--- config.mk ---
export PLATFORM = sky130hd
export DESIGN_NAME = binary_galois_field_alu_core
export DESIGN_NICKNAME = d
export VERILOG_FILES = /design/src/hw/rtl/gfalu_pkg.sv /design/src/hw/rtl/gfalu_mul_serial.sv /design/src/hw/rtl/binary_galois_field_alu_core.sv
export VERILOG_INCLUDE_DIRS = /design/src /design/src/hw/rtl
export SDC_FILE = /design/constraint.sdc
export NUM_CORES = 1
export LEC_CHECK = 0
export BUFFER_PORTS_ARGS = -buffer_cell sky130_fd_sc_hd__buf_2
export CELL_PAD_IN_SITES_DETAIL_PLACEMENT = 0
export CELL_PAD_IN_SITES_GLOBAL_PLACEMENT = 1
export CORE_AREA = 2 2 177 162
export DETAILED_ROUTE_END_ITERATION = 8
export DIE_AREA = 0 0 179 164
export PLACE_DENSITY = 0.82
export SYNTH_ARGS = -nofsm -noshare
export SYNTH_HDL_FRONTEND = slang
export SYNTH_SLANG_ARGS = --single-unit
--- constraint.sdc ---
create_clock -name i_clk -period 5.1 [get_ports i_clk]
set_clock_uncertainty 0.05 [all_clocks]
set_input_delay 1.02 -clock i_clk [delete_from_list [all_inputs] [get_ports i_clk]]
set_output_delay 1.02 -clock i_clk [all_outputs]
set_load 0.01 [all_outputs]
--- src/hw/rtl/binary_galois_field_alu_core_defines.svh ---
// Assertion macros shared by the GF(2^m) ALU core.
`ifndef BINARY_GALOIS_FIELD_ALU_CORE_DEFINES_SVH
`define BINARY_GALOIS_FIELD_ALU_CORE_DEFINES_SVH

// Same-cycle implication, checked outside reset.
`define GFALU_ASSERT_NOW(lbl, ante, cons, msg) \
    lbl: assert property (@(posedge i_clk) disable iff (!i_rst_n) (ante) |-> (cons)) \
        else $error(msg);

// Next-cycle implication, checked outside reset.
`define GFALU_ASSERT_NEXT(lbl, ante, cons, msg) \
    lbl: assert property (@(posedge i_clk) disable iff (!i_rst_n) (ante) |=> (cons)) \
        else $error(msg);

`endif

--- src/hw/rtl/gfalu_pkg.sv ---
// Shared constants, operation codes and state type for the GF(2^m) ALU.
`timescale 1ns / 1ps
package gfalu_pkg;

    localparam int MAX_DEGREE_DEF = 16;
    localparam int OPERAND_W      = 16;
    localparam int EXP_W          = 32;
    localparam int OP_W           = 2;
    localparam int GEN_W          = 17;
    localparam int RES_W          = 16;
    localparam int TDATA_IN_W     = 2 * OPERAND_W + EXP_W;

    localparam logic [GEN_W-1:0] GEN_RESET = 17'd283;

    localparam logic [OP_W-1:0] OP_ADD = 2'd0;
    localparam logic [OP_W-1:0] OP_MUL = 2'd1;
    localparam logic [OP_W-1:0] OP_POW = 2'd2;

    typedef enum logic [2:0] {
        S_IDLE,
        S_ARED,
        S_BMUL,
        S_ERED,
        S_ECHK,
        S_SQR,
        S_PMUL,
        S_DONE
    } t_state;

endpackage

--- src/hw/rtl/gfalu_mul_serial.sv ---
// Bit-serial GF(2^m) multiplier: Horner scheme, multiplier bits MSB first.
`timescale 1ns / 1ps
module gfalu_mul_serial #(
    parameter int MAX_DEGREE = gfalu_pkg::MAX_DEGREE_DEF
) (
    input  logic                  i_clk,
    input  logic                  i_rst_n,
    input  logic                  i_start,
    input  logic [MAX_DEGREE-1:0] i_x,
    input  logic [((MAX_DEGREE > gfalu_pkg::OPERAND_W) ? MAX_DEGREE
                   : gfalu_pkg::OPERAND_W)-1:0] i_y,
    input  logic [MAX_DEGREE:0]   i_gen,
    input  logic [MAX_DEGREE:0]   i_deg_mask,
    output logic                  o_done,
    output logic [MAX_DEGREE-1:0] o_product
);

    localparam int GW = MAX_DEGREE + 1;
    localparam int YW = (MAX_DEGREE > gfalu_pkg::OPERAND_W) ? MAX_DEGREE
                                                            : gfalu_pkg::OPERAND_W;
    localparam int CW = $clog2(YW + 1);

    logic                  r_busy;
    logic                  r_done;
    logic [CW-1:0]         r_cnt;
    logic [MAX_DEGREE-1:0] r_x;
    logic [YW-1:0]         r_y;
    logic [MAX_DEGREE-1:0] r_acc;
    logic [MAX_DEGREE-1:0] n_acc;

    // acc = acc shifted up one place and reduced mod g, then add x when the current multiplier bit is set
    always_comb begin
        logic [GW-1:0] step;
        step = {r_acc, 1'b0};
        if (|(step & i_deg_mask)) begin
            step = step ^ i_gen;
        end
        if (r_y[YW-1]) begin
            step = step ^ GW'(r_x);
        end
        n_acc = step[MAX_DEGREE-1:0];
    end

    always_ff @(posedge i_clk) begin
        if (!i_rst_n) begin
            r_busy <= 1'b0;
            r_done <= 1'b0;
        end else if (i_start) begin
            r_busy <= 1'b1;
            r_done <= 1'b0;
        end else if (r_busy && r_cnt == CW'(1)) begin
            r_busy <= 1'b0;
            r_done <= 1'b1;
        end else begin
            r_done <= 1'b0;
        end
    end

    always_ff @(posedge i_clk) begin
        if (i_start) begin
            r_x   <= i_x;
            r_y   <= i_y;
            r_acc <= '0;
            r_cnt <= CW'(YW);
        end else if (r_busy) begin
            r_acc <= n_acc;
            r_y   <= {r_y[YW-2:0], 1'b0};
            r_cnt <= r_cnt - CW'(1);
        end
    end

    assign o_done    = r_done;
    assign o_product = r_acc;

endmodule

--- src/hw/rtl/binary_galois_field_alu_core.sv ---
// Top level of the GF(2^m) ALU: add, multiply and power over a programmable field.
`timescale 1ns / 1ps
// One item at a time. The field is set by i_cfg_wr_data, whose highest set bit gives
// the degree m; write it only while the block is idle. Add, the unused code, a zero
// power base and a field of degree below one go straight to the result. Multiply and
// power share one bit-serial field multiplier that steps through the W bits of its
// multiplier, W being the larger of 16 and MAX_DEGREE. Multiply costs two products
// (operand reduction, then the product). Power reduces the base with one product,
// folds the exponent modulo 2^m-1 one bit per cycle, tests the folded value, then
// takes MAX_DEGREE squarings plus one product per set bit of the folded exponent,
// which has at most MAX_DEGREE-1 of them. A folded exponent of 0 or 1 ends after the
// test. A stalled sink can hold the block in its done state. A finished result waits
// in the output register while the next item is taken.
module binary_galois_field_alu_core #(
    parameter int MAX_DEGREE = gfalu_pkg::MAX_DEGREE_DEF
) (
    input  logic                                  i_clk,
    input  logic                                  i_rst_n,
    input  logic                                  i_cfg_wr_en,
    input  logic [gfalu_pkg::GEN_W-1:0]           i_cfg_wr_data,
    input  logic                                  i_s_tvalid,
    output logic                                  o_s_tready,
    // [15:0] operand_a, [31:16] operand_b, [63:32] exponent
    input  logic [gfalu_pkg::TDATA_IN_W-1:0]      i_s_tdata,
    // [1:0] operation
    input  logic [gfalu_pkg::OP_W-1:0]            i_s_tuser,
    output logic                                  o_m_tvalid,
    input  logic                                  i_m_tready,
    // [15:0] result
    output logic [gfalu_pkg::RES_W-1:0]           o_m_tdata
);

    `include "binary_galois_field_alu_core_defines.svh"

    localparam int MD = MAX_DEGREE;
    localparam int GW = MAX_DEGREE + 1;
    localparam int YW = (MAX_DEGREE > gfalu_pkg::OPERAND_W) ? MAX_DEGREE
                                                            : gfalu_pkg::OPERAND_W;
    localparam int OW = gfalu_pkg::OPERAND_W;
    localparam int EW = gfalu_pkg::EXP_W;
    localparam int RW = gfalu_pkg::RES_W;
    localparam int ECNT_W = $clog2(EW + 1);
    localparam int BCNT_W = $clog2(MD + 1);

    gfalu_pkg::t_state r_state;
    gfalu_pkg::t_state n_state;
    logic              r_go;
    logic              n_go;

    logic [GW-1:0]     r_gen;
    logic [GW-1:0]     r_deg_mask;
    logic [MD-1:0]     r_order;
    logic [GW-1:0]     cfg_src;
    logic [GW-1:0]     cfg_mask;
    logic              deg_ok;

    logic [gfalu_pkg::OP_W-1:0] r_op;
    logic [OW-1:0]     r_a;
    logic [OW-1:0]     r_b;
    logic [EW-1:0]     r_e;
    logic [MD-1:0]     r_ered;
    logic [MD-1:0]     n_ered;
    logic [ECNT_W-1:0] r_ecnt;
    logic [MD-1:0]     r_ared;
    logic [MD-1:0]     r_acc;
    logic [BCNT_W-1:0] r_bitcnt;
    logic [RW-1:0]     r_res;

    logic              r_m_valid;
    logic [RW-1:0]     r_m_data;

    logic              s_fire;
    logic              out_free;
    logic              bit_adv;
    logic              last_bit;
    logic [OW-1:0]     in_a;
    logic              in_mul_phase;
    logic              fold_last;

    logic              mul_start;
    logic [MD-1:0]     mul_x;
    logic [YW-1:0]     mul_y;
    logic              mul_done;
    logic [MD-1:0]     mul_product;

    // Field register: reset and writes share the degree detection
    assign cfg_src = i_rst_n ? GW'(i_cfg_wr_data) : GW'(gfalu_pkg::GEN_RESET);

    always_comb begin
        cfg_mask = '0;
        for (int i = 0; i < GW; i++) begin
            if (cfg_src[i]) begin
                cfg_mask = GW'(1) << i;
            end
        end
    end

    always_ff @(posedge i_clk) begin
        if (!i_rst_n || i_cfg_wr_en) begin
            r_gen      <= cfg_src;
            r_deg_mask <= cfg_mask;
            r_order    <= MD'(cfg_mask - GW'(1));
        end
    end

    assign deg_ok   = |r_deg_mask[GW-1:1];
    assign in_a     = i_s_tdata[OW-1:0];
    assign s_fire   = i_s_tvalid && o_s_tready;
    assign out_free = !r_m_valid || i_m_tready;
    assign last_bit = (r_bitcnt == BCNT_W'(1));
    assign bit_adv  = mul_done && ((r_state == gfalu_pkg::S_PMUL)
                      || (r_state == gfalu_pkg::S_SQR && !r_ered[MD-1]));
    assign in_mul_phase = (r_state == gfalu_pkg::S_ARED) || (r_state == gfalu_pkg::S_BMUL)
                          || (r_state == gfalu_pkg::S_SQR) || (r_state == gfalu_pkg::S_PMUL);
    assign fold_last    = (r_state == gfalu_pkg::S_ERED) && (r_ecnt == ECNT_W'(1));

    // Exponent fold: r = 2r + bit, minus the order when it reaches it
    always_comb begin
        logic [GW-1:0] t;
        t = {r_ered, r_e[EW-1]};
        if (t >= GW'(r_order)) begin
            t = t - GW'(r_order);
        end
        n_ered = t[MD-1:0];
    end

    // Next state
    always_comb begin
        n_state = r_state;
        n_go    = 1'b0;
        unique case (r_state)
            gfalu_pkg::S_IDLE: begin
                if (s_fire) begin
                    if (deg_ok && (i_s_tuser == gfalu_pkg::OP_MUL
                        || (i_s_tuser == gfalu_pkg::OP_POW && in_a != '0))) begin
                        n_state = gfalu_pkg::S_ARED;
                        n_go    = 1'b1;
                    end else begin
                        n_state = gfalu_pkg::S_DONE;
                    end
                end
            end
            gfalu_pkg::S_ARED: begin
                if (mul_done) begin
                    if (r_op == gfalu_pkg::OP_MUL) begin
                        n_state = gfalu_pkg::S_BMUL;
                        n_go    = 1'b1;
                    end else begin
                        n_state = gfalu_pkg::S_ERED;
                    end
                end
            end
            gfalu_pkg::S_BMUL: begin
                if (mul_done) begin
                    n_state = gfalu_pkg::S_DONE;
                end
            end
            gfalu_pkg::S_ERED: begin
                if (r_ecnt == ECNT_W'(1)) begin
                    n_state = gfalu_pkg::S_ECHK;
                end
            end
            gfalu_pkg::S_ECHK: begin
                if (r_ered == '0 || r_ered == MD'(1)) begin
                    n_state = gfalu_pkg::S_DONE;
                end else begin
                    n_state = gfalu_pkg::S_SQR;
                    n_go    = 1'b1;
                end
            end
            gfalu_pkg::S_SQR, gfalu_pkg::S_PMUL: begin
                if (mul_done) begin
                    if (!bit_adv) begin
                        n_state = gfalu_pkg::S_PMUL;
                        n_go    = 1'b1;
                    end else if (last_bit) begin
                        n_state = gfalu_pkg::S_DONE;
                    end else begin
                        n_state = gfalu_pkg::S_SQR;
                        n_go    = 1'b1;
                    end
                end
            end
            gfalu_pkg::S_DONE: begin
                if (out_free) begin
                    n_state = gfalu_pkg::S_IDLE;
                end
            end
            default: n_state = gfalu_pkg::S_IDLE;
        endcase
    end

    always_ff @(posedge i_clk) begin
        if (!i_rst_n) begin
            r_state <= gfalu_pkg::S_IDLE;
            r_go    <= 1'b0;
        end else begin
            r_state <= n_state;
            r_go    <= n_go;
        end
    end

    // Outputs of the sequencer: multiplier operands per phase
    always_comb begin
        mul_start  = r_go;
        o_s_tready = (r_state == gfalu_pkg::S_IDLE);
        unique case (r_state)
            gfalu_pkg::S_ARED: begin
                mul_x = MD'(1);
                mul_y = YW'(r_a);
            end
            gfalu_pkg::S_BMUL: begin
                mul_x = r_ared;
                mul_y = YW'(r_b);
            end
            gfalu_pkg::S_PMUL: begin
                mul_x = r_acc;
                mul_y = YW'(r_ared);
            end
            default: begin
                mul_x = r_acc;
                mul_y = YW'(r_acc);
            end
        endcase
    end

    // Datapath
    always_ff @(posedge i_clk) begin
        if (s_fire) begin
            r_op  <= i_s_tuser;
            r_a   <= in_a;
            r_b   <= i_s_tdata[2*OW-1:OW];
            r_e   <= i_s_tdata[2*OW+EW-1:2*OW];
            r_res <= (i_s_tuser == gfalu_pkg::OP_ADD)
                     ? RW'(in_a ^ i_s_tdata[2*OW-1:OW]) : '0;
        end
        case (r_state)
            gfalu_pkg::S_ARED: begin
                if (mul_done) begin
                    r_ared <= mul_product;
                    r_ered <= '0;
                    r_ecnt <= ECNT_W'(EW);
                end
            end
            gfalu_pkg::S_BMUL: begin
                if (mul_done) begin
                    r_res <= RW'(mul_product);
                end
            end
            gfalu_pkg::S_ERED: begin
                r_ered <= n_ered;
                r_e    <= {r_e[EW-2:0], 1'b0};
                r_ecnt <= r_ecnt - ECNT_W'(1);
            end
            gfalu_pkg::S_ECHK: begin
                r_acc    <= MD'(1);
                r_bitcnt <= BCNT_W'(MD);
                r_res    <= (r_ered == '0) ? RW'(1) : RW'(r_a);
            end
            gfalu_pkg::S_SQR, gfalu_pkg::S_PMUL: begin
                if (mul_done) begin
                    r_acc <= mul_product;
                end
                if (bit_adv) begin
                    r_ered   <= {r_ered[MD-2:0], 1'b0};
                    r_bitcnt <= r_bitcnt - BCNT_W'(1);
                    r_res    <= RW'(mul_product);
                end
            end
            default: ;
        endcase
    end

    // Output register: hold the result until the transfer completes
    always_ff @(posedge i_clk) begin
        if (!i_rst_n) begin
            r_m_valid <= 1'b0;
        end else if (r_state == gfalu_pkg::S_DONE && out_free) begin
            r_m_valid <= 1'b1;
        end else if (i_m_tready) begin
            r_m_valid <= 1'b0;
        end
    end

    always_ff @(posedge i_clk) begin
        if (r_state == gfalu_pkg::S_DONE && out_free) begin
            r_m_data <= r_res;
        end
    end

    assign o_m_tvalid = r_m_valid;
    assign o_m_tdata  = r_m_data;

    gfalu_mul_serial #(
        .MAX_DEGREE (MAX_DEGREE)
    ) u_mul (
        .i_clk      (i_clk),
        .i_rst_n    (i_rst_n),
        .i_start    (mul_start),
        .i_x        (mul_x),
        .i_y        (mul_y),
        .i_gen      (r_gen),
        .i_deg_mask (r_deg_mask),
        .o_done     (mul_done),
        .o_product  (mul_product)
    );

    `GFALU_ASSERT_NOW(a_deg_mask_onehot, 1'b1, $onehot0(r_deg_mask), "degree mask not one-hot")
    `GFALU_ASSERT_NOW(a_done_in_mul_phase, mul_done, in_mul_phase, "done outside a product phase")
    `GFALU_ASSERT_NOW(a_product_reduced, mul_done, (GW'(mul_product) < r_deg_mask), "product not reduced")
    `GFALU_ASSERT_NEXT(a_exp_folded, fold_last, (r_ered < r_order), "exponent fold out of range")

endmodule
After elaboration in Yosys (flattened, before gate mapping)
Index checks and enable logic that the tools add are counted.

storage, ports and cells
  memories kept = 0
  RAM bits = 0
  ROM bits = 0
  logic and storage cells = 160
  register bits after elaboration = 266
  bits in latches = 0
  input port bits = 88

operators by class
  div/mod/pow operators = 0
  reductions and logical operators = 36
  shift-type cells = 0
  mux-type cells = 68
  add/sub/neg operators = 5
  equal/unequal tests = 21
  multipliers = 0
  bitwise operators = 5
  order comparisons = 1

operator list
  cell                   number
  $mux 17                16
  $mux 16                13
  $pmux 16 s3            3
  $mux 32                2
  $pmux 16 s2            2
  $xor 16x16->16         3
  $mux 3                 7
  $pmux 3 s7             1
  $and 17x17->17         1
  $ge 17x16->1           1
  $reduce_or 17->1       1
  $eq 16x1->1 const B    1
  $logic_not 16->1       1
  $reduce_bool 16->1     1
  $reduce_or 16->1       1
  $sub 16x1->16 const B  1
  $sub 16x16->16         1
  $mux 1                 15
  $eq 3x3->1 const B     4
  $pmux 6 s2             1
  $reduce_bool 2->1      6
  $eq 5x1->1 const B     2
  $ne 2x1->1 const B     5
  $pmux 5 s2             1
  23 further kinds       46

Depth between registers and ports, before layout
Gate-level depths: netlist of run 1.

  depth in word-level cells = 19
  mapped depth = 11
  mapped depth without buffers = 10

Hierarchy
From an unflattened synthesis of run 1, not the netlist that was laid out.

unflattened totals
  cell total of the unflattened synthesis = 1068
  area, all modules = 12687.2 um^2

by module, submodules not included
  module                        area each (um^2)  sequential area each (um^2)  cells an instance  times used
  binary_galois_field_alu_core  10152.2           6145.9                       855                1
  gfalu_mul_serial              2534.9            1421.4                       213                1

Worst setup path after synthesis of run 1
No wires, ideal clock.

  kind = reg-to-reg
  from = register u_mul.r_done (netlist: u_mul.o_done)
  to = register r_ered[0] (enable)
  required time = 4.656 ns
  path buffers = 1
  path slack = 1.546 ns
  data arrival time = 3.110 ns
  cell stages (with the launch flop) = 7
  cells stage by stage = dfxtp_1 > clkbuf_1 > inv_1 > nor3_1 > or2_2 > nor2_1 > a21oi_1

between the ends
  word-level cells in the longest chain between the ends = 3
  elaborated cells on any way between the ends = 4

RTL lines
  what                                   RTL line                             text
  start, declared                        gfalu_mul_serial.sv:24               logic r_done;
  start signal, assigned                 gfalu_mul_serial.sv:47               r_done <= 1'b0;
  start signal, assigned                 gfalu_mul_serial.sv:50               r_done <= 1'b0;
  start signal, assigned                 gfalu_mul_serial.sv:53               r_done <= 1'b1;
  $logic_and 1x1->1                      binary_galois_field_alu_core.sv:111  assign bit_adv = mul_done && ((r_state == gfalu_pkg::S_PMUL)
  $ne 2x2->1 (no source line)            -
  $reduce_and 3->1 (no source line) (*)  -
  end signal, assigned                   binary_galois_field_alu_core.sv:251  r_ered <= n_ered;
  end signal, assigned                   binary_galois_field_alu_core.sv:265  r_ered <= {r_ered[MD-2:0], 1'b0};
  end, declared                          binary_galois_field_alu_core.sv:61   logic [MD-1:0] r_ered;

Every way passes the cells marked *; elsewhere a longest branch is shown, timed or not.
A chain may end at the register's enable or synchronous reset.

Final worst setup path of run 1
  from = input port i_cfg_wr_data[16] (netlist bit)
  to = register r_order[12], data pin

between the ends
  word-level cells in the longest chain between the ends = 3

RTL lines
  what                  RTL line                             text
  start, declared       binary_galois_field_alu_core.sv:20   input logic [gfalu_pkg::GEN_W-1:0] i_cfg_wr_data,
  $mux 17               binary_galois_field_alu_core.sv:87   assign cfg_src = i_rst_n ? GW'(i_cfg_wr_data) : GW'(gfalu_pkg::GEN_RESET);
  $mux 17               binary_galois_field_alu_core.sv:92   if (cfg_src[i]) begin
  $sub 16x1->16         binary_galois_field_alu_core.sv:102  r_order <= MD'(cfg_mask - GW'(1));
  end signal, assigned  binary_galois_field_alu_core.sv:102
  end, declared         binary_galois_field_alu_core.sv:52   logic [MD-1:0] r_order;

Every way passes these cells.

==> results of run 1 <==
-- state kept, by name, summed over array words and instances, names as in the netlist, 2 cells and up --
register	cells
r_e	32
r_order	16
r_ared	16
u_mul.r_y	16
r_op	2
r_a	16
r_state	3
r_ecnt	6
u_mul.r_cnt	5
o_m_tdata	16
r_deg_mask	16
r_res	16
r_ered	16
r_bitcnt	5
u_mul.r_x	16
r_b	16
u_mul.o_product	16
r_acc	16
r_gen	16
-- layer usage --
| metal | share of wire, % | wire length, um |
|---|---|---|
| met1 | 44 | 13600 |
| met2 | 48 | 14700 |
| met3 | 5.1 | 1570 |
| met4 | 2.8 | 867 |
| met5 | 0 | 0 |
-- power by group through the flow --
stage | clock [W] | sequential (W) | combinational [W]
after floorplan | 0 | 0.00328 | 0.00179
after global placement | 0 | 0.00346 | 0.00235
after detailed placement | 0 | 0.00347 | 0.00240
after CTS | 0.00211 | 0.00343 | 0.00242
after global routing | 0.00219 | 0.00349 | 0.00269
final | 0.00208 | 0.00344 | 0.00241
-- stage by stage --
| stage | area (um2) | util (%) | std cells | hold slack, ps |
|---|---|---|---|---|
| floorplan | 12500 | - | 1043 | 358 |
| global placement | 13400 | 48.8 | 1473 | 370 |
| detailed placement | 13400 | 48.8 | 1473 | 365 |
| CTS | 14400 | 52.2 | 1525 | 380 |
| global route | 14400 | 52.2 | 1525 | 396 |
| finish | 14400 | 52.2 | 1525 | 384 |
-- worst max-delay path, stage by stage --
cell and delay, ps:
sky130_fd_sc_hd__buf_2 120, sky130_fd_sc_hd__or4_1 670, sky130_fd_sc_hd__or2_1 410, sky130_fd_sc_hd__or3b_2 500, sky130_fd_sc_hd__ha_1 250, sky130_fd_sc_hd__o311ai_4 100
sky130_fd_sc_hd__or3_4 230, sky130_fd_sc_hd__nor2_2 40, sky130_fd_sc_hd__xor2_1 150
-- cell type report --
cell class,instances,share of cell area (%)
flip-flops and latches,265,52.3
well taps,360,3.14
inverters,42,1.10
repair buffers,126,4.76
clock inverters,15,1.37
multi-input cells,680,32.2
clock buffers,37,5.18
-- layout by cell type, fill, tap and decap left out, types with 5 or more instances in the layout --
| cell type | Yosys | routed |
|---|---|---|
| sky130_fd_sc_hd__a211oi_1 | 6 | 6 |
| sky130_fd_sc_hd__a21oi_1 | 55 | 55 |
| sky130_fd_sc_hd__nor2_1 | 75 | 74 |
| sky130_fd_sc_hd__nor3_1 | 16 | 15 |
| sky130_fd_sc_hd__a22oi_1 | 28 | 28 |
| sky130_fd_sc_hd__and2_1 | 28 | 28 |
| sky130_fd_sc_hd__a22o_1 | 64 | 64 |
| sky130_fd_sc_hd__o22ai_1 | 15 | 15 |
| sky130_fd_sc_hd__clkbuf_16 | 0 | 28 |
| sky130_fd_sc_hd__dfxtp_1 | 45 | 44 |
| sky130_fd_sc_hd__clkbuf_1 | 46 | 8 |
| sky130_fd_sc_hd__xor2_1 | 45 | 45 |
| sky130_fd_sc_hd__o21ai_0 | 33 | 32 |
| sky130_fd_sc_hd__o221ai_1 | 5 | 5 |
| sky130_fd_sc_hd__nand3b_1 | 5 | 5 |
| sky130_fd_sc_hd__and3_1 | 8 | 8 |
| sky130_fd_sc_hd__buf_4 | 1 | 21 |
| sky130_fd_sc_hd__nand2b_1 | 28 | 27 |
| sky130_fd_sc_hd__ha_1 | 23 | 23 |
| sky130_fd_sc_hd__nand3_1 | 10 | 10 |
| sky130_fd_sc_hd__buf_2 | 7 | 105 |
| sky130_fd_sc_hd__nand2_1 | 71 | 71 |
| sky130_fd_sc_hd__a221oi_1 | 36 | 36 |
| sky130_fd_sc_hd__nand4_1 | 5 | 5 |
| sky130_fd_sc_hd__xnor2_1 | 33 | 32 |
| sky130_fd_sc_hd__nor4_1 | 15 | 15 |
| sky130_fd_sc_hd__inv_1 | 40 | 40 |
| sky130_fd_sc_hd__edfxtp_1 | 220 | 220 |
| sky130_fd_sc_hd__o21a_1 | 5 | 5 |
-- cell families (layout without fill, tap and decap cells) --
| group | Yosys count | after routing | synth area share [%] |
|---|---|---|---|
| AO/OA/AOI/OAI | 277 | 277 | 16.3 |
| XOR/XNOR | 78 | 78 | 5.48 |
| adder cells (fa/ha/maj) | 24 | 24 | 2.47 |
| buffers and inverters | 98 | 220 | 3.05 |
| flip-flops | 265 | 265 | 60.2 |
| multiplexers | 3 | 3 | 0.251 |
| AND/OR/NAND/NOR | 298 | 298 | 12.3 |
-- final timing paths --
| path | slack [ps] | end | depth (start not counted) |
|---|---|---|---|
| hold reg to reg | 380 | o_m_tdata[3]$_DFFE_PP_ | 0 |
| hold / removal | 380 | o_m_tdata[3]$_DFFE_PP_ | 0 |
| setup / recovery | 1810 | r_order[12]$_DFFE_PP_ | 9 |
| setup reg to reg | 2100 | r_ered[12]$_DFFE_PP_ | 9 |
==> metrics.md, run 1 <==
| Metric | Value |
|---|---|
| Outcome | completed |
| Commonest cells in the synthesized netlist | sky130_fd_sc_hd__edfxtp_1 (220), sky130_fd_sc_hd__nor2_1 (75), sky130_fd_sc_hd__nand2_1 (71) |
| Number of global-route vias before repair | 8678 |
| Main synth FF type | sky130_fd_sc_hd__edfxtp_1 |
| Worst slack, placed | 1270 ps |
| TritonCTS clock tree | yes |
| Height of the die | 164 um |
| Row Count | 58 |
| Number of buffers inserted during clock tree synthesis | 28 |
| Remaining global-route overflow | 0 |
| Net switching component of the power | 0.00272 W |
| Initial antenna violation count | 0 |
| Buffers on Ports | 105 |
| Post-route worst setup slack | 1810 ps |
| Antenna-violating nets left | 0 |
| Bufs on Longest Clock Path | 3 |
| Placer Congestion | 0.838 |
| Worst voltage drop across the vdd grid | 0.283 mV |
| Boundary pin count | 106 |
| Clock Pin Slew Worst Setup and Hold Paths | 60 ps |
| Max-slew headroom | 22.3% |
| Final-report max-slew violation count | 0 |
| Largest driver fanout on the critical path | 8 |
| Area enclosed by the die boundary | 0.0294 mm2 |
| Hold Path Class | flop to flop |
| Critical register-to-register path startpoint | r_order[0]$_DFFE_PP_ |
| Post-Synthesis Mean Instance Area | 12.0 um2 |
| Count of inserted antenna diode cells | 0 |
| Count of buffers added by post-CTS timing repair for setup | 0 |
| Worst Hold Launch | r_res[3]$_DFF_P_ |
| Met1 usage | 29.4% |
| Cell with the most instances after synthesis | sky130_fd_sc_hd__edfxtp_1 |
| Global-route total usage across every layer | 21.0% |
| Fraction of layout cells with a size suffix above 1 | 16.7% |
| Pleak | 5.37 nW |
| Met2 layer usage reported by global route | 34.1% |
| First-pass detailed-route iteration total | 5 |
| Sw Ratio | 34.3% |
| H-Tree Level Count | 1 |
| Count of filler cells inserted in the layout | 2373 |
| Area leader, netlist | sky130_fd_sc_hd__edfxtp_1 |
| Count of endpoints failing setup in the final report | 0 |
| GR peak layer | met2 |
| Pin count of the biggest net entering global routing | 49 |
| Nets | 1255 |
| Unrepaired setup endpoints after global routing | false |
| Post-detailed-placement half-perimeter wirelength | 21200 um |
| Area added between synthesis and finish | 15.1% |
| Top-area cell type share of the netlist area | 53.0% |
| Internal | 0.00521 W |
| Global-route wire length before repair | 47900 um |
| Clock latency on the worst-skew pair | 540 ps |
| Synthesized cell area | 0.0125 mm2 |
| Max-cap check violation count | 0 |
| Max Freq | 0.304 GHz |
| Area of combinational cells with multiple inputs | 0.00462 mm2 |
| Mapped Nets | 1155 |
| Root Buffer Master | sky130_fd_sc_hd__clkbuf_16 |
| Minimum period implied by the final worst setup slack | 3290 ps |
| Power share of the sequential group | 43.4% |
| Distinct cell type count after synthesis | 75 |
| Per-cell via count in the routed design | 5.86 |
| Number of design-rule violations left by the first detailed-router iteration | 946 |
| Die W | 179 um |
| Core outline area | 0.0275 mm2 |
| Data required time at the worst endpoint | 5320 ps |
| Post-route setup TNS | 0 ps |
| Aggregate routed wire length | 30700 um |
| Effective utilization at floorplan | 45.4% |
| Top area cells in the synthesized netlist | sky130_fd_sc_hd__edfxtp_1 (53%), sky130_fd_sc_hd__dfxtp_1 (7.2%), sky130_fd_sc_hd__a22o_1 (4.5%), sky130_fd_sc_hd__xor2_1 (3.2%), sky130_fd_sc_hd__a221oi_1 (2.5%) |
| Async set-or-reset flop fraction in the synthesized netlist | 0% |
| Final routed wire length divided by cell count | 20.1 um |
| Final hold violations | 0 |
| Power share of the clock group | 26.3% |
| Worst-Margin Slew | 1160 ps |
| Hold buffer count at cts | 0 |
| Vias | 8930 |
| Power density over the cells | 552 mW/mm2 |
| Post-route total power | 0.00793 W |
| Startpoint kind of the worst setup timing path | input pin |
| Data arrival time of the worst path | 3510 ps |
| Start point of the critical path | i_cfg_wr_data[16] |
| Footprint of the flip-flops and latches | 0.00751 mm2 |
| PostCTS Resize Cnt | 0 |
| Share of the clock period used by the worst path | 64.5% |
| Global routing usage on met3 | 2.89% |
| Number of design rule violations left after detail routing | 0 |
| Combinational share of power | 30.4% |
| Post-synthesis cell count | 1043 |
| Count of warnings emitted by yosys | 0 |
| Total clock sinks | 265 |
| Capturing element type of the critical path | flop |
| #FFs+latches synth | 265 |
| Type of the worst setup path | input pin to flop |
| Portion of the post-synthesis area used by sequential elements | 60.2% |
| Number of enable flip-flop cells after synthesis | 220 |
No activity file was read; power rests on OpenSTA's default activity.
==> run 2: changes to the inputs <==
ABC_AREA = 1   (was default)
CORE_AREA = 2 2 190 173   (was 2 2 177 162)
DIE_AREA = 0 0 192 175   (was 0 0 179 164)
clock period = 2.9 ns   (was 5.1 ns; I/O delays follow)
==> run 2 against run 1 <==
Clock-buffer cell count up 1. Non-clock buffer count is 5 higher. Hold slack got worse by 220 ps. Combinational power is 73% higher. Sequential share of layout area decreased by 2.7 points. Critical path depth down 2. Power is 73% higher. Synthesized area rose by 5.2%. Design area rose by 5.5%. Largest power group unchanged.
==> metrics.md, run 2 <==
| Metric | Value |
|---|---|
| Outcome | completed (unchanged) |
| Bufs on Longest Clock Path | 3 (unchanged) |
| Top-area cell type share of the netlist area | 50.4% (was 53.0%) |
| Critical register-to-register path startpoint | r_state[0]$_SDFFE_PN0P_ (was r_order[0]$_DFFE_PP_) |
| Cells traversed along the worst timing path | nor2_8, nand2_4, nand2_4, nand2_4, a21oi_4, a21oi_1, o211ai_1 (was buf_2, or4_1, or2_1, or3b_2, ha_1, o311ai_4, or3_4, nor2_2, xor2_1) |
| Synthesized cell area | 0.0131 mm2 (was 0.0125 mm2) |
| Portion of the post-synthesis area used by sequential elements | 57.2% (was 60.2%) |
| Area leader, netlist | sky130_fd_sc_hd__edfxtp_1 (unchanged) |
| Placer Congestion | 0.877 (was 0.838) |
| Largest driver fanout on the critical path | 22 (was 8) |
| Largest Register | r_e (unchanged) |
| Number of design-rule violations left by the first detailed-router iteration | 824 (was 946) |
| H-Tree Level Count | 1 (unchanged) |
| Count of inserted antenna diode cells | 0 (unchanged) |
| Aggregate routed wire length | 33300 um (was 30700 um) |
| Clock latency on the worst-skew pair | 570 ps (was 540 ps) |
| Number of enable flip-flop cells after synthesis | 220 (unchanged) |
| Global routing usage on met3 | 3.82% (was 2.89%) |
| Final routed wire length divided by cell count | 17.2 um (was 20.1 um) |
| Root Buffer Master | sky130_fd_sc_hd__clkbuf_16 (unchanged) |
| Pin count of the biggest net entering global routing | 66 (was 49) |
| Post-route setup TNS | 0 ps (unchanged) |
| Area enclosed by the die boundary | 0.0336 mm2 (was 0.0294 mm2) |
| Capturing element type of the critical path | flop (unchanged) |
| DP Area | 0.0142 mm2 (was 0.0134 mm2) |
| Most common library cell in the layout ignoring fill and taps | sky130_fd_sc_hd__nand2_1 (was sky130_fd_sc_hd__edfxtp_1) |
| Max-cap check violation count | 0 (unchanged) |
| Footprint of the flip-flops and latches | 0.00751 mm2 (about the same) |
| Final-report max-slew violation count | 0 (unchanged) |
| Type of the worst setup path | flop to flop (was input pin to flop) |
| Number of global-route vias before repair | 9740 (was 8678) |
| Met2 layer usage reported by global route | 30.2% (was 34.1%) |
| Final hold violations | 0 (unchanged) |
| Die W | 192 um (was 179 um) |
| Max Freq | 0.395 GHz |
| Count of warnings emitted by yosys | 0 (unchanged) |
| Power density over the cells | 906 mW/mm2 (was 552 mW/mm2) |
| Initial antenna violation count | 0 (unchanged) |
| Buffers on Ports | 105 (unchanged) |
| Data required time at the worst endpoint | 3250 ps (was 5320 ps) |
| Most frequent CP cell | sky130_fd_sc_hd__nand2_4 |
| Post-Synthesis Mean Instance Area | 9.48 um2 (was 12.0 um2) |
| Start point of the critical path | r_state[0]$_SDFFE_PN0P_ (was i_cfg_wr_data[16]) |
| Standard cell with the maximum stage delay on the critical path | sky130_fd_sc_hd__a21oi_1 (was sky130_fd_sc_hd__or4_1) |
| Effective utilization at floorplan | 41.5% (was 45.4%) |
| Clock Pin Slew Worst Setup and Hold Paths | 70 ps (was 60 ps) |
| Mapped Nets | 1496 (was 1155) |
| Top library cells by usage in the layout, fill and taps aside | sky130_fd_sc_hd__nand2_1 (328), sky130_fd_sc_hd__edfxtp_1 (220), sky130_fd_sc_hd__inv_1 (161) (was sky130_fd_sc_hd__edfxtp_1 (220), sky130_fd_sc_hd__buf_2 (105), sky130_fd_sc_hd__nor2_1 (74)) |
| Delay of the slowest cell on the worst path | 940 ps (was 670 ps) |
| Cell area after layout | 0.0151 mm2 (was 0.0144 mm2) |
| Pleak | 6.43 nW (was 5.37 nW) |
| Data arrival time of the worst path | 2880 ps (was 3510 ps) |
| Worst voltage drop across the vdd grid | 0.500 mV (was 0.283 mV) |
| Fraction of layout cells with a size suffix above 1 | 12.6% (was 16.7%) |
| Area of combinational cells with multiple inputs | 0.00481 mm2 (was 0.00462 mm2) |
| Antenna-violating nets left | 0 (unchanged) |
| Number of design rule violations left after detail routing | 0 (unchanged) |
| Share of the clock period used by the worst path | 87.4% |
| GR peak layer | met2 (unchanged) |
| Commonest cells in the synthesized netlist | sky130_fd_sc_hd__nand2_1 (328), sky130_fd_sc_hd__edfxtp_1 (220), sky130_fd_sc_hd__inv_1 (161) (was sky130_fd_sc_hd__edfxtp_1 (220), sky130_fd_sc_hd__nor2_1 (75), sky130_fd_sc_hd__nand2_1 (71)) |
| Count of buffers added by post-CTS timing repair for setup | 0 (unchanged) |
| Worst-Margin Slew | 1210 ps (was 1160 ps) |
| Hold Path Class | input pin to flop (was flop to flop) |
| Worst Hold Launch | i_s_tdata[23] (was r_res[3]$_DFF_P_) |
| Minimum period implied by the final worst setup slack | 2530 ps |
| Height of the die | 175 um (was 164 um) |
| Post-synthesis cell count | 1384 (was 1043) |
| Count of filler cells inserted in the layout | 2974 (was 2373) |
| Boundary pin count | 106 (unchanged) |
| Core outline area | 0.0317 mm2 (was 0.0275 mm2) |
| Post-detailed-placement half-perimeter wirelength | 24600 um (was 21200 um) |
| Count of endpoints failing setup in the final report | 0 (unchanged) |
| PostCTS Resize Cnt | 0 (unchanged) |
| Async set-or-reset flop fraction in the synthesized netlist | 0% (unchanged) |
| Per-cell via count in the routed design | 5.22 (was 5.86) |
| Vias | 10108 (was 8930) |
| Global-route total usage across every layer | 20.0% (was 21.0%) |
| Max-slew headroom | 19.1% (was 22.3%) |
| Startpoint kind of the worst setup timing path | flop (was input pin) |
| Global-route wire length before repair | 53200 um (was 47900 um) |
| Number of flip-flops in the largest register | 32 (unchanged) |
| Main synth FF type | sky130_fd_sc_hd__edfxtp_1 (unchanged) |
| First-pass detailed-route iteration total | 5 (unchanged) |
| Cell with the most instances after synthesis | sky130_fd_sc_hd__nand2_1 (was sky130_fd_sc_hd__edfxtp_1) |
| Total clock sinks | 265 (unchanged) |
| Hold buffer count at cts | 0 (unchanged) |
| Remaining global-route overflow | 0 (unchanged) |
| Row Count | 62 (was 58) |
| Unrepaired setup endpoints after global routing | false (unchanged) |
| Nets | 1609 (was 1255) |
| Distinct cell type count after synthesis | 45 (was 75) |
| Area added between synthesis and finish | 15.4% (was 15.1%) |
| Met1 usage | 29.9% (was 29.4%) |
| #FFs+latches synth | 265 (unchanged) |
| Top area cells in the synthesized netlist | sky130_fd_sc_hd__edfxtp_1 (50%), sky130_fd_sc_hd__nand2_1 (9.4%), sky130_fd_sc_hd__dfxtp_1 (6.9%), sky130_fd_sc_hd__inv_1 (4.6%), sky130_fd_sc_hd__nand3_1 (3.8%) (was sky130_fd_sc_hd__edfxtp_1 (53%), sky130_fd_sc_hd__dfxtp_1 (7.2%), sky130_fd_sc_hd__a22o_1 (4.5%), sky130_fd_sc_hd__xor2_1 (3.2%), sky130_fd_sc_hd__a221oi_1 (2.5%)) |
| Number of buffers inserted during clock tree synthesis | 28 (unchanged) |
| TritonCTS clock tree | yes (unchanged) |
[run 2: changes by cell type in the layout (fill, tap and decap cells not counted), sizes merged, moves of 22 or more]
cell    change
a22o       -32
a22oi      -27
and2       -30
inv       +120
nand2     +261
nand2b     -28
nand3      +89
nor2       +44
o21ai      +37
xor2       -22
[run 2: final timing paths]
kind | slack, ps | cells after the start | endpoint
hold / removal | 170 | 1 | r_b[7]$_DFFE_PP_
setup reg to reg | 370 | 7 | r_res[7]$_DFF_P_
setup / recovery | 370 | 7 | r_res[7]$_DFF_P_
hold reg to reg | 380 | 0 | o_m_tdata[9]$_DFFE_PP_
[run 2: final cells by class]
class	count	area share, %
repair buffers	131	4.76
clock buffers	38	5.21
flip-flops and latches	265	49.6
clock inverters	14	1.20
well taps	416	3.44
inverters	164	4.07
multi-input cells	907	31.8
[run 2: logic make-up (layout without fill, tap and decap cells)]
group,count (synthesis),after routing,share of synthesized area [%]
flip-flops,265,265,57.2
AND/OR/NAND/NOR,626,626,20.7
XOR/XNOR,44,44,2.94
adder cells (fa/ha/maj),24,24,2.35
buffers and inverters,212,347,6.27
AO/OA/AOI/OAI,213,213,10.6
[run 2: metal layers]
layer | share of wire, % | vias to the layer above
met5 | 0 | -
met4 | 1.7 | 0
met3 | 5.9 | 32
met2 | 43 | 288
met1 | 50 | 4807
li1 | - | 4981
[run 2: through the flow]
step                      total power, W  cells  setup slack [ps]  util [%]  hold WS, ps
after CTS                         0.0138   1935               345      47.8          148
after detailed placement          0.0100   1883               171      44.8          364
final                             0.0137   1935               367      47.8          166
after global routing              0.0146   1935               172      47.8          140
after global placement           0.00996   1883               226      44.8          362
after floorplan                  0.00872   1384               202         -          358
[run 2: worst max-delay path: cells and delay by family, from the launching register on]
kind / cells / cell delay (ps)
AO/OA/AOI/OAI: 3 / 1160
AND/OR/NAND/NOR: 4 / 570
flip-flops: 1 / 570
[run 2: power by group]
part	internal [W]	total (W)	switching [W]
Sequential	0.00533	0.00586	0.000525
Clock	0.00218	0.00371	0.00152
Combinational	0.00142	0.00417	0.00275
Total	0.00893	0.0137	0.00480
